**config.mk**
```make
export PLATFORM = sky130hd
export DESIGN_NAME = least_squares_line_fit_core
export DESIGN_NICKNAME = d
export VERILOG_FILES = /design/src/hdl/lslf_pkg.sv /design/src/hdl/lslf_datapath.sv /design/src/hdl/lslf_ctrl.sv /design/src/hdl/least_squares_line_fit_core.sv
export SDC_FILE = /design/constraint.sdc
export NUM_CORES = 2
export LEC_CHECK = 0
export BUFFER_PORTS_ARGS = -buffer_cell sky130_fd_sc_hd__buf_2
export CAP_MARGIN = 20
export CORE_MARGIN = 2
export CORE_UTILIZATION = 55
export DETAILED_ROUTE_END_ITERATION = 16
export PLACE_DENSITY_LB_ADDON = 0.15
export SLEW_MARGIN = 20
export SYNTH_ARGS = -nofsm -noshare
export SYNTH_HDL_FRONTEND = slang
export SYNTH_SLANG_ARGS = --single-unit
```
**constraint.sdc**
```tcl
create_clock -name aclk -period 24.4 [get_ports aclk]
set_input_delay 4.88 -clock aclk [delete_from_list [all_inputs] [get_ports aclk]]
set_output_delay 4.88 -clock aclk [all_outputs]
set_load 0.005 [all_outputs]
```
**src/hdl/lslf_pkg.sv**
```systemverilog
// ----------------------------------------------------------------------------
// lslf_pkg
// Shared widths, codes and control structs for the least-squares line fit.
// ----------------------------------------------------------------------------
package lslf_pkg;

    localparam int SAMPLE_BITS = 16;
    localparam int FRAC_BITS   = 16;
    localparam int MAX_POINTS  = 1024;

    localparam int CNT_LOG = $clog2(MAX_POINTS);
    localparam int COUNT_W = CNT_LOG + 1;
    localparam int SUM_W   = SAMPLE_BITS + CNT_LOG + 1;     // sum of x, sum of y
    localparam int PROD_W  = 2 * SAMPLE_BITS;
    localparam int XY_W    = PROD_W + CNT_LOG;              // sum of x*y, signed
    localparam int XX_W    = PROD_W - 1 + CNT_LOG;          // sum of x*x, unsigned

    // MAC accumulator holds the widest cross term plus guard bit
    localparam int ACC_W     = XY_W + SUM_W + 1;
    localparam int MUL_STEPS = SUM_W;                       // one multiplier bit a cycle
    localparam int DIVN_W    = ACC_W + FRAC_BITS;           // dividend magnitude
    localparam int DIV_STEPS = DIVN_W;                      // one quotient bit a cycle
    localparam int DVSR_W    = 64;                          // divisor / remainder width
    localparam int STEP_W    = $clog2(DIV_STEPS);

    localparam int OUT_W       = 48;
    localparam int STATUS_W    = 2;
    localparam int IN_TDATA_W  = ((2 * SAMPLE_BITS + 7) / 8) * 8;
    localparam int OUT_TDATA_W = ((2 * OUT_W + COUNT_W + STATUS_W + 7) / 8) * 8;

    typedef logic [STATUS_W-1:0] status_t;
    localparam status_t STATUS_OK      = 2'd0;
    localparam status_t STATUS_DEGEN   = 2'd1;
    localparam status_t STATUS_SAT     = 2'd2;
    localparam status_t STATUS_DROPPED = 2'd3;

    // Product terms, in evaluation order. Odd codes are subtracted.
    typedef logic [2:0] mac_sel_t;
    localparam mac_sel_t SEL_N_SXX  = 3'd0;
    localparam mac_sel_t SEL_SX_SX  = 3'd1;
    localparam mac_sel_t SEL_N_SXY  = 3'd2;
    localparam mac_sel_t SEL_SX_SY  = 3'd3;
    localparam mac_sel_t SEL_SY_SXX = 3'd4;
    localparam mac_sel_t SEL_SX_SXY = 3'd5;

    typedef struct packed {
        logic     accum;
        logic     mac_load;
        logic     clear_acc;
        logic     mac_step;
        logic     mac_msb;
        logic     mac_sub;
        mac_sel_t sel;
        logic     latch_d;
        logic     load_sy;
        logic     div_load;
        logic     div_step;
        logic     store_slope;
        logic     store_icpt;
        logic     load_out;
        logic     clear_sums;
    } lslf_cmd_t;

    typedef struct packed {
        logic degen;
    } lslf_stat_t;

endpackage

```
**src/hdl/lslf_datapath.sv**
```systemverilog
// ----------------------------------------------------------------------------
// lslf_datapath
// Running sums, bit-serial multiply-accumulate, restoring divider, result reg.
// ----------------------------------------------------------------------------
module lslf_datapath (
    input  logic                                     aclk,
    input  logic                                     aresetn,
    input  lslf_pkg::lslf_cmd_t                      cmd,
    output lslf_pkg::lslf_stat_t                     stat,
    input  logic signed [lslf_pkg::SAMPLE_BITS-1:0]  x_value,
    input  logic signed [lslf_pkg::SAMPLE_BITS-1:0]  y_value,
    output logic        [lslf_pkg::OUT_TDATA_W-1:0]  m_tdata
);
    import lslf_pkg::*;

    localparam logic [OUT_W-1:0] OUT_MAX = {1'b0, {(OUT_W-1){1'b1}}};
    localparam logic [OUT_W-1:0] OUT_MIN = {1'b1, {(OUT_W-1){1'b0}}};

    // running sums
    logic        [COUNT_W-1:0] count_reg;
    logic signed [SUM_W-1:0]   sum_x_reg;
    logic signed [SUM_W-1:0]   sum_y_reg;
    logic signed [XY_W-1:0]    sum_xy_reg;
    logic        [XX_W-1:0]    sum_xx_reg;
    logic                      dropped_reg;
    logic signed [PROD_W-1:0]  prod_xy;
    logic signed [PROD_W-1:0]  prod_xx;

    // multiply-accumulate
    logic signed [ACC_W-1:0] op_a;
    logic        [SUM_W-1:0] op_b;
    logic signed [ACC_W-1:0] mul_a_reg;
    logic        [SUM_W-1:0] mul_b_reg;
    logic signed [ACC_W-1:0] acc_reg;
    logic signed [ACC_W-1:0] term;
    logic        [ACC_W-1:0] acc_mag;
    logic                    degen_now;

    // divider
    logic [DVSR_W-1:0] d_reg;
    logic              degen_reg;
    logic [DIVN_W-1:0] num_reg;
    logic [DVSR_W-1:0] rem_reg;
    logic [DVSR_W-1:0] dvsr_reg;
    logic [DIVN_W-1:0] quo_reg;
    logic              neg_reg;
    logic [DVSR_W:0]   rem_sh;
    logic [DVSR_W:0]   rem_diff;
    logic              rem_ge;
    logic              q_sat;
    logic [OUT_W-1:0]  q_mag;
    logic [OUT_W-1:0]  q_res;

    // results
    logic [OUT_W-1:0]       slope_reg;
    logic [OUT_W-1:0]       icpt_reg;
    logic                   sat_reg;
    status_t                status;
    logic [OUT_TDATA_W-1:0] m_tdata_reg;

    assign prod_xy = PROD_W'(x_value) * PROD_W'(y_value);
    assign prod_xx = PROD_W'(x_value) * PROD_W'(x_value);

    always_ff @(posedge aclk) begin
        if (!aresetn || cmd.clear_sums) begin
            count_reg   <= '0;
            sum_x_reg   <= '0;
            sum_y_reg   <= '0;
            sum_xy_reg  <= '0;
            sum_xx_reg  <= '0;
            dropped_reg <= 1'b0;
        end else if (cmd.accum) begin
            if (count_reg < COUNT_W'(MAX_POINTS)) begin
                count_reg  <= count_reg + 1'b1;
                sum_x_reg  <= sum_x_reg + SUM_W'(x_value);
                sum_y_reg  <= sum_y_reg + SUM_W'(y_value);
                sum_xy_reg <= sum_xy_reg + XY_W'(prod_xy);
                sum_xx_reg <= sum_xx_reg + XX_W'(prod_xx[PROD_W-2:0]);
            end else begin
                dropped_reg <= 1'b1;
            end
        end
    end

    // operand pair for the current product term; narrow operand goes serial
    always_comb begin
        op_a = '0;
        op_b = '0;
        unique case (cmd.sel)
            SEL_N_SXX: begin
                op_a = ACC_W'(sum_xx_reg);
                op_b = SUM_W'(count_reg);
            end
            SEL_SX_SX: begin
                op_a = ACC_W'(sum_x_reg);
                op_b = sum_x_reg;
            end
            SEL_N_SXY: begin
                op_a = ACC_W'(sum_xy_reg);
                op_b = SUM_W'(count_reg);
            end
            SEL_SX_SY: begin
                op_a = ACC_W'(sum_x_reg);
                op_b = sum_y_reg;
            end
            SEL_SY_SXX: begin
                op_a = ACC_W'(sum_xx_reg);
                op_b = sum_y_reg;
            end
            SEL_SX_SXY: begin
                op_a = ACC_W'(sum_xy_reg);
                op_b = sum_x_reg;
            end
            default: begin
                op_a = '0;
                op_b = '0;
            end
        endcase
    end

    // sign bit of the serial operand carries negative weight
    assign term = (cmd.mac_msb ^ cmd.mac_sub) ? -mul_a_reg : mul_a_reg;

    always_ff @(posedge aclk) begin
        if (cmd.mac_load) begin
            mul_a_reg <= op_a;
            mul_b_reg <= op_b;
        end else if (cmd.mac_step) begin
            mul_a_reg <= mul_a_reg <<< 1;
            mul_b_reg <= mul_b_reg >> 1;
        end
        if (cmd.load_sy) begin
            acc_reg <= ACC_W'(sum_y_reg);
        end else if (cmd.mac_load && cmd.clear_acc) begin
            acc_reg <= '0;
        end else if (cmd.mac_step && mul_b_reg[0]) begin
            acc_reg <= acc_reg + term;
        end
    end

    // denominator unusable if not positive or not below 2^(DVSR_W-1)
    assign degen_now  = (|acc_reg[ACC_W-1:DVSR_W-1]) || (acc_reg == '0);
    assign stat.degen = degen_now;

    assign acc_mag  = acc_reg[ACC_W-1] ? ACC_W'(-acc_reg) : ACC_W'(acc_reg);
    assign rem_sh   = {rem_reg, num_reg[DIVN_W-1]};
    assign rem_diff = rem_sh - {1'b0, dvsr_reg};
    assign rem_ge   = rem_sh >= {1'b0, dvsr_reg};

    always_ff @(posedge aclk) begin
        if (cmd.div_load) begin
            neg_reg  <= acc_reg[ACC_W-1];
            num_reg  <= DIVN_W'(acc_mag) << FRAC_BITS;
            rem_reg  <= '0;
            quo_reg  <= '0;
            dvsr_reg <= degen_reg ? DVSR_W'(count_reg) : d_reg;
        end else if (cmd.div_step) begin
            num_reg <= num_reg << 1;
            rem_reg <= rem_ge ? rem_diff[DVSR_W-1:0] : rem_sh[DVSR_W-1:0];
            quo_reg <= {quo_reg[DIVN_W-2:0], rem_ge};
        end
    end

    // saturate the quotient magnitude; the most negative value is exact
    assign q_sat = (|quo_reg[DIVN_W-1:OUT_W-1]) &&
                   !(neg_reg && (quo_reg == (DIVN_W'(1) << (OUT_W-1))));
    assign q_mag = q_sat ? (neg_reg ? OUT_MIN : OUT_MAX) : quo_reg[OUT_W-1:0];
    assign q_res = neg_reg ? OUT_W'(-q_mag) : q_mag;

    always_ff @(posedge aclk) begin
        if (cmd.latch_d) begin
            d_reg     <= acc_reg[DVSR_W-1:0];
            degen_reg <= degen_now;
            slope_reg <= '0;
            sat_reg   <= 1'b0;
        end else if (cmd.store_slope) begin
            slope_reg <= q_res;
            sat_reg   <= sat_reg | q_sat;
        end else if (cmd.store_icpt) begin
            icpt_reg <= q_res;
            if (!degen_reg) begin
                sat_reg <= sat_reg | q_sat;
            end
        end
    end

    always_comb begin
        if (dropped_reg) begin
            status = STATUS_DROPPED;
        end else if (degen_reg) begin
            status = STATUS_DEGEN;
        end else if (sat_reg) begin
            status = STATUS_SAT;
        end else begin
            status = STATUS_OK;
        end
    end

    always_ff @(posedge aclk) begin
        if (cmd.load_out) begin
            m_tdata_reg <= OUT_TDATA_W'({status, count_reg, icpt_reg, slope_reg});
        end
    end

    assign m_tdata = m_tdata_reg;

endmodule

```
**src/hdl/lslf_ctrl.sv**
```systemverilog
// ----------------------------------------------------------------------------
// lslf_ctrl
// Sequencer: accumulate, then the product terms, divisions and result hand-off.
// ----------------------------------------------------------------------------
module lslf_ctrl (
    input  logic                  aclk,
    input  logic                  aresetn,
    input  logic                  s_tvalid,
    input  logic                  s_tlast,
    output logic                  s_tready,
    output logic                  m_tvalid,
    input  logic                  m_tready,
    input  lslf_pkg::lslf_stat_t  stat,
    output lslf_pkg::lslf_cmd_t   cmd
);
    import lslf_pkg::*;

    localparam logic [2:0] ST_IDLE    = 3'd0;
    localparam logic [2:0] ST_LOAD    = 3'd1;
    localparam logic [2:0] ST_MAC     = 3'd2;
    localparam logic [2:0] ST_CHECK   = 3'd3;
    localparam logic [2:0] ST_DIVLOAD = 3'd4;
    localparam logic [2:0] ST_DIV     = 3'd5;
    localparam logic [2:0] ST_STORE   = 3'd6;
    localparam logic [2:0] ST_OUT     = 3'd7;

    logic [2:0]        state_reg, state_next;
    mac_sel_t          phase_reg, phase_next;
    logic [STEP_W-1:0] step_reg, step_next;
    logic              m_tvalid_reg, m_tvalid_next;
    logic              sub_term;
    logic              mul_last;
    logic              div_last;

    always_comb begin
        case (phase_reg) inside
            SEL_SX_SX, SEL_SX_SY, SEL_SX_SXY: sub_term = 1'b1;
            default:                          sub_term = 1'b0;
        endcase
    end

    assign mul_last = (step_reg == STEP_W'(MUL_STEPS - 1));
    assign div_last = (step_reg == STEP_W'(DIV_STEPS - 1));
    assign s_tready = (state_reg == ST_IDLE);
    assign m_tvalid = m_tvalid_reg;

    always_comb begin
        cmd           = '0;
        cmd.sel       = phase_reg;
        cmd.mac_sub   = sub_term;
        cmd.clear_acc = !sub_term;
        cmd.mac_msb   = mul_last;
        state_next    = state_reg;
        phase_next    = phase_reg;
        step_next     = step_reg;
        m_tvalid_next = m_tvalid_reg && !m_tready;
        unique case (state_reg)
            ST_IDLE: begin
                if (s_tvalid) begin
                    cmd.accum = 1'b1;
                    if (s_tlast) begin
                        phase_next = SEL_N_SXX;
                        state_next = ST_LOAD;
                    end
                end
            end
            ST_LOAD: begin
                cmd.mac_load = 1'b1;
                step_next    = '0;
                state_next   = ST_MAC;
            end
            ST_MAC: begin
                cmd.mac_step = 1'b1;
                step_next    = step_reg + 1'b1;
                if (mul_last) begin
                    case (phase_reg) inside
                        SEL_SX_SX: begin
                            state_next = ST_CHECK;
                        end
                        SEL_SX_SY, SEL_SX_SXY: begin
                            state_next = ST_DIVLOAD;
                        end
                        default: begin
                            phase_next = phase_reg + 1'b1;
                            state_next = ST_LOAD;
                        end
                    endcase
                end
            end
            ST_CHECK: begin
                cmd.latch_d = 1'b1;
                if (stat.degen) begin
                    // mean of y instead of a fit
                    cmd.load_sy = 1'b1;
                    state_next  = ST_DIVLOAD;
                end else begin
                    phase_next = SEL_N_SXY;
                    state_next = ST_LOAD;
                end
            end
            ST_DIVLOAD: begin
                cmd.div_load = 1'b1;
                step_next    = '0;
                state_next   = ST_DIV;
            end
            ST_DIV: begin
                cmd.div_step = 1'b1;
                step_next    = step_reg + 1'b1;
                if (div_last) begin
                    state_next = ST_STORE;
                end
            end
            ST_STORE: begin
                if (phase_reg == SEL_SX_SY) begin
                    cmd.store_slope = 1'b1;
                    phase_next      = SEL_SY_SXX;
                    state_next      = ST_LOAD;
                end else begin
                    cmd.store_icpt = 1'b1;
                    state_next     = ST_OUT;
                end
            end
            ST_OUT: begin
                if (!m_tvalid_reg || m_tready) begin
                    cmd.load_out   = 1'b1;
                    cmd.clear_sums = 1'b1;
                    m_tvalid_next  = 1'b1;
                    state_next     = ST_IDLE;
                end
            end
            default: begin
                state_next = ST_IDLE;
            end
        endcase
    end

    always_ff @(posedge aclk) begin
        if (!aresetn) begin
            state_reg    <= ST_IDLE;
            phase_reg    <= SEL_N_SXX;
            step_reg     <= '0;
            m_tvalid_reg <= 1'b0;
        end else begin
            state_reg    <= state_next;
            phase_reg    <= phase_next;
            step_reg     <= step_next;
            m_tvalid_reg <= m_tvalid_next;
        end
    end

endmodule

```
**src/hdl/least_squares_line_fit_core.sv**
```systemverilog
// ----------------------------------------------------------------------------
// least_squares_line_fit_core
// Straight-line least-squares fit over a stream of signed (x, y) points.
// ----------------------------------------------------------------------------
// Usage:
//   s_ channel: one (x, y) point per item; s_tlast marks the final point of a
//   data set. Points are summed at one item per cycle while the core is idle.
//   After the last point the fit runs: up to six product terms on a bit-serial
//   multiply-accumulate and up to two restoring divisions. A degenerate set
//   runs fewer of both, and the mean of y is returned instead of a fit.
//   s_tready stays low during the fit.
//   m_ channel: one result item per data set: slope and intercept in Q.16,
//   point count and status. The result waits in an output register; new
//   points are taken while it waits, but the next fit holds at its end until
//   the previous result is taken.
//   Points past capacity are ignored and flagged in status.
//   Reset (aresetn low, synchronous) clears the sums and any pending result.
// ----------------------------------------------------------------------------
module least_squares_line_fit_core (
    input  logic                                   aclk,
    input  logic                                   aresetn,
    input  logic                                   s_tvalid,
    output logic                                   s_tready,
    input  logic [lslf_pkg::IN_TDATA_W-1:0]        s_tdata,   // x_value, y_value
    input  logic                                   s_tlast,   // last point of set
    output logic                                   m_tvalid,
    input  logic                                   m_tready,
    output logic [lslf_pkg::OUT_TDATA_W-1:0]       m_tdata    // slope, intercept,
                                                              // point_count, status
);
    import lslf_pkg::*;

    lslf_cmd_t                      cmd;
    lslf_stat_t                     stat;
    logic signed [SAMPLE_BITS-1:0]  x_value;
    logic signed [SAMPLE_BITS-1:0]  y_value;

    // x in the low half of tdata, y above it
    assign x_value = s_tdata[SAMPLE_BITS-1:0];
    assign y_value = s_tdata[2*SAMPLE_BITS-1:SAMPLE_BITS];

    lslf_ctrl u_ctrl (
        .aclk     (aclk),
        .aresetn  (aresetn),
        .s_tvalid (s_tvalid),
        .s_tlast  (s_tlast),
        .s_tready (s_tready),
        .m_tvalid (m_tvalid),
        .m_tready (m_tready),
        .stat     (stat),
        .cmd      (cmd)
    );

    lslf_datapath u_datapath (
        .aclk    (aclk),
        .aresetn (aresetn),
        .cmd     (cmd),
        .stat    (stat),
        .x_value (x_value),
        .y_value (y_value),
        .m_tdata (m_tdata)
    );

endmodule

```
==> results.sh <==
export IMPL_worstPathRequired_ns=24.98
export IMPL_cts_max_path_buffers=3
export IMPL_fillers=10891
export IMPL_ant_nets=0
export IMPL_maxCapViolCount=0
export IMPL_cts_clk_slew_worst_paths_ns=0.06
export IMPL_worstSetupStartpointType="input port"
export IMPL_overflow=0
export IMPL_final_seq_area_mm2=0.0230
export IMPL_synth_mux_area_share_pct=0.698
export IMPL_die_w_um=360
export IMPL_num_vias=53420
export IMPL_htree_levels=3
export IMPL_wl_um=185000
export IMPL_postCtsSetupRepairBufs=0
export IMPL_ys_ff_latch=886
export IMPL_synth_top_area_share_pct=22.6
export IMPL_async_reset_ff_share_pct=0
export IMPL_postSynthAreaPerCell_um2=9.41
export IMPL_root_buffer="clkbuf_16"
export IMPL_whs_path_depth=0
export IMPL_ys_top_cells_by_area="edfxtp_1 23%, fa_1 16%, dfxtp_1 10%, ha_1 7.9%, nand2_1 5.1%"
export IMPL_drc_errors=0
export IMPL_setup_viol=0
export IMPL_syn_to_final_growth_pct=7.38
export IMPL_cts_buffers=96
export IMPL_yosysSeqAreaShare_pct=33.1
export IMPL_skew_ns=0.0337
export IMPL_diodes=0
export IMPL_most_common_layout_cells="935 x nand2_1, 783 x inv_1, 568 x fa_1"
export IMPL_clkSinkCount=886
export IMPL_port_buffers=147
export IMPL_die_y_um=360
export IMPL_grt_pass1_vias=52928
export IMPL_finish_utilization_pct=59.5
export IMPL_multiInputGateArea_mm2=0.0423
export IMPL_tns_ns=0
export IMPL_synth_simple_gate_area_share_pct=14.2
export IMPL_drt_wirelength_per_cell_um=20.4
export IMPL_cp_slowest_cell="o41ai_1"
export IMPL_finalMaxSlewViolations=0
export IMPL_ctsResizeCount=0
export IMPL_report_final_hold_viol_count=0
export IMPL_drt_iter0_markers=4679
export IMPL_cp_max_fo=29
export IMPL_crit_path_max_incr_delay_ns=0.96
export IMPL_start_util_pct=55.4
export IMPL_holdBufCountCts=0
export IMPL_grt_max_degree=123
export IMPL_cp_num_buf_inv=8
export IMPL_syn_area_mm2=0.0695
export IMPL_nets=8380
export IMPL_layout_commonest_cell="nand2_1"
export IMPL_status="completed"
export IMPL_hold_path_class="reg2reg"
export IMPL_ff2ff_path_depth=23
export IMPL_synth_compound_area_share_pct=16.1
export IMPL_cts_tree="built"
export IMPL_synthAdderAreaFrac_pct=24.3
export IMPL_synth_ff_type="edfxtp_1"
export IMPL_grt_pass1_wl_um=297000
export IMPL_ioPinCount=151
export IMPL_worstPathArrival_ns=14.41
export IMPL_max_slew_margin_rel_pct=24.6
export IMPL_drive_gt1_share_pct=6.07
export IMPL_synth_top_area_cell="edfxtp_1"
export IMPL_routabilityCongestion=0.917
export IMPL_critical_path_depth=34
export IMPL_timing_final_crit_share_pct=56.7
export IMPL_final_min_clock_period_ns=13.83
export IMPL_critical_path_top_delay_family="adder cells"
export IMPL_cpMostUsedCell="fa_1"
export IMPL_largest_reg_flops=109
export IMPL_fp_row_count=130
export IMPL_insertion_delay_ns=0.72
export IMPL_first_pass_iters=6
export IMPL_timing_fmax_mhz=72.3
export IMPL_finalNonFillerCells=9068
export IMPL_synth_cell_types=91
export IMPL_grtUsageTotal_pct=28.6
export IMPL_path_class="in2reg"
export IMPL_crit_path_end_kind="flop"
export IMPL_synth_edf_count=524
export IMPL_core_mm2=0.126
export IMPL_dp_hpwl_um=138000
export IMPL_tightest_slew_ns=1.13
export IMPL_placed_cells=8888
export IMPL_synth_xor_area_share_pct=5.44
export IMPL_synth_cells=7388
export IMPL_synth_top_family_by_area="adder cells"
export IMPL_antenna_found_initial=0
export IMPL_viasPerCell=5.89
export IMPL_grt_setup_unrepaired="no"
export IMPL_yosys_warnings=0
export IMPL_die_area_mm2=0.129
-- area by class of cell --
type	instances	area share, %
inverters	789	3.97
multi-input cells	5353	56.7
flip-flops and latches	886	30.8
repair buffers	210	1.64
well taps	1650	2.76
clock buffers	127	3.51
clock inverters	53	0.640
-- worst paths after layout --
| kind | start | endpoint | slack (ns) |
|---|---|---|---|
| setup / recovery | s_tdata[1] | u_datapath.sum_xx_reg[33] | 10.57 |
| hold / removal | u_datapath.icpt_reg[15] | u_datapath.m_tdata[63] | 0.42 |
| setup reg to reg | u_datapath.sum_xy_reg[7] | u_datapath.sum_xy_reg[40] | 17.12 |
| hold reg to reg | u_datapath.icpt_reg[15] | u_datapath.m_tdata[63] | 0.42 |
-- kinds of logic (layout without fill, tap and decap cells) --
group           count (synthesis)  after routing
compound gates               1762           1762
xor+xnor                      432            432
flops                         886            886
buf+inv                      1151           1179
mux                            47             47
fa+ha+maj                    1007           1007
other cells                     1              3
simple gates                 2102           2102
-- metrics by stage --
| step | worst slack [ns] | hold WS (ns) | instance area, µm² |
|---|---|---|---|
| finish | 10.57 | 0.415 | 74700 |
| global route | 10.0 | 0.422 | 74700 |
| CTS | 10.61 | 0.418 | 74700 |
| detailed placement | 9.85 | 0.405 | 71600 |
| global placement | 9.97 | 0.400 | 71600 |
| floorplan | 11.89 | 0.400 | 69500 |
-- synth_stat cells (66+ instances only) --
cell type	count
xnor2_1	220
and2_1	164
a21o_1	187
clkbuf_1	321
nand3_1	92
inv_1	784
dfxtp_1	362
a22o_1	80
nand2b_1	66
nor2_1	362
xor2_1	212
nand2_1	938
ha_1	438
fa_1	569
nor2b_1	106
nor3_1	92
edfxtp_1	524
o21ai_0	497
a21oi_1	487
-- routing by layer --
layer	GRT usage [%]	vias to the layer above	part of all wire (%)
met4	9.10	0	3.1
met1	40.0	26239	44
li1	-	25305	-
met2	46.8	1574	46
met5	0	-	0
met3	3.33	302	6.0
Power is not shown: default switching activity piles up to over one toggle a cycle in this logic, so the estimate is an artifact.
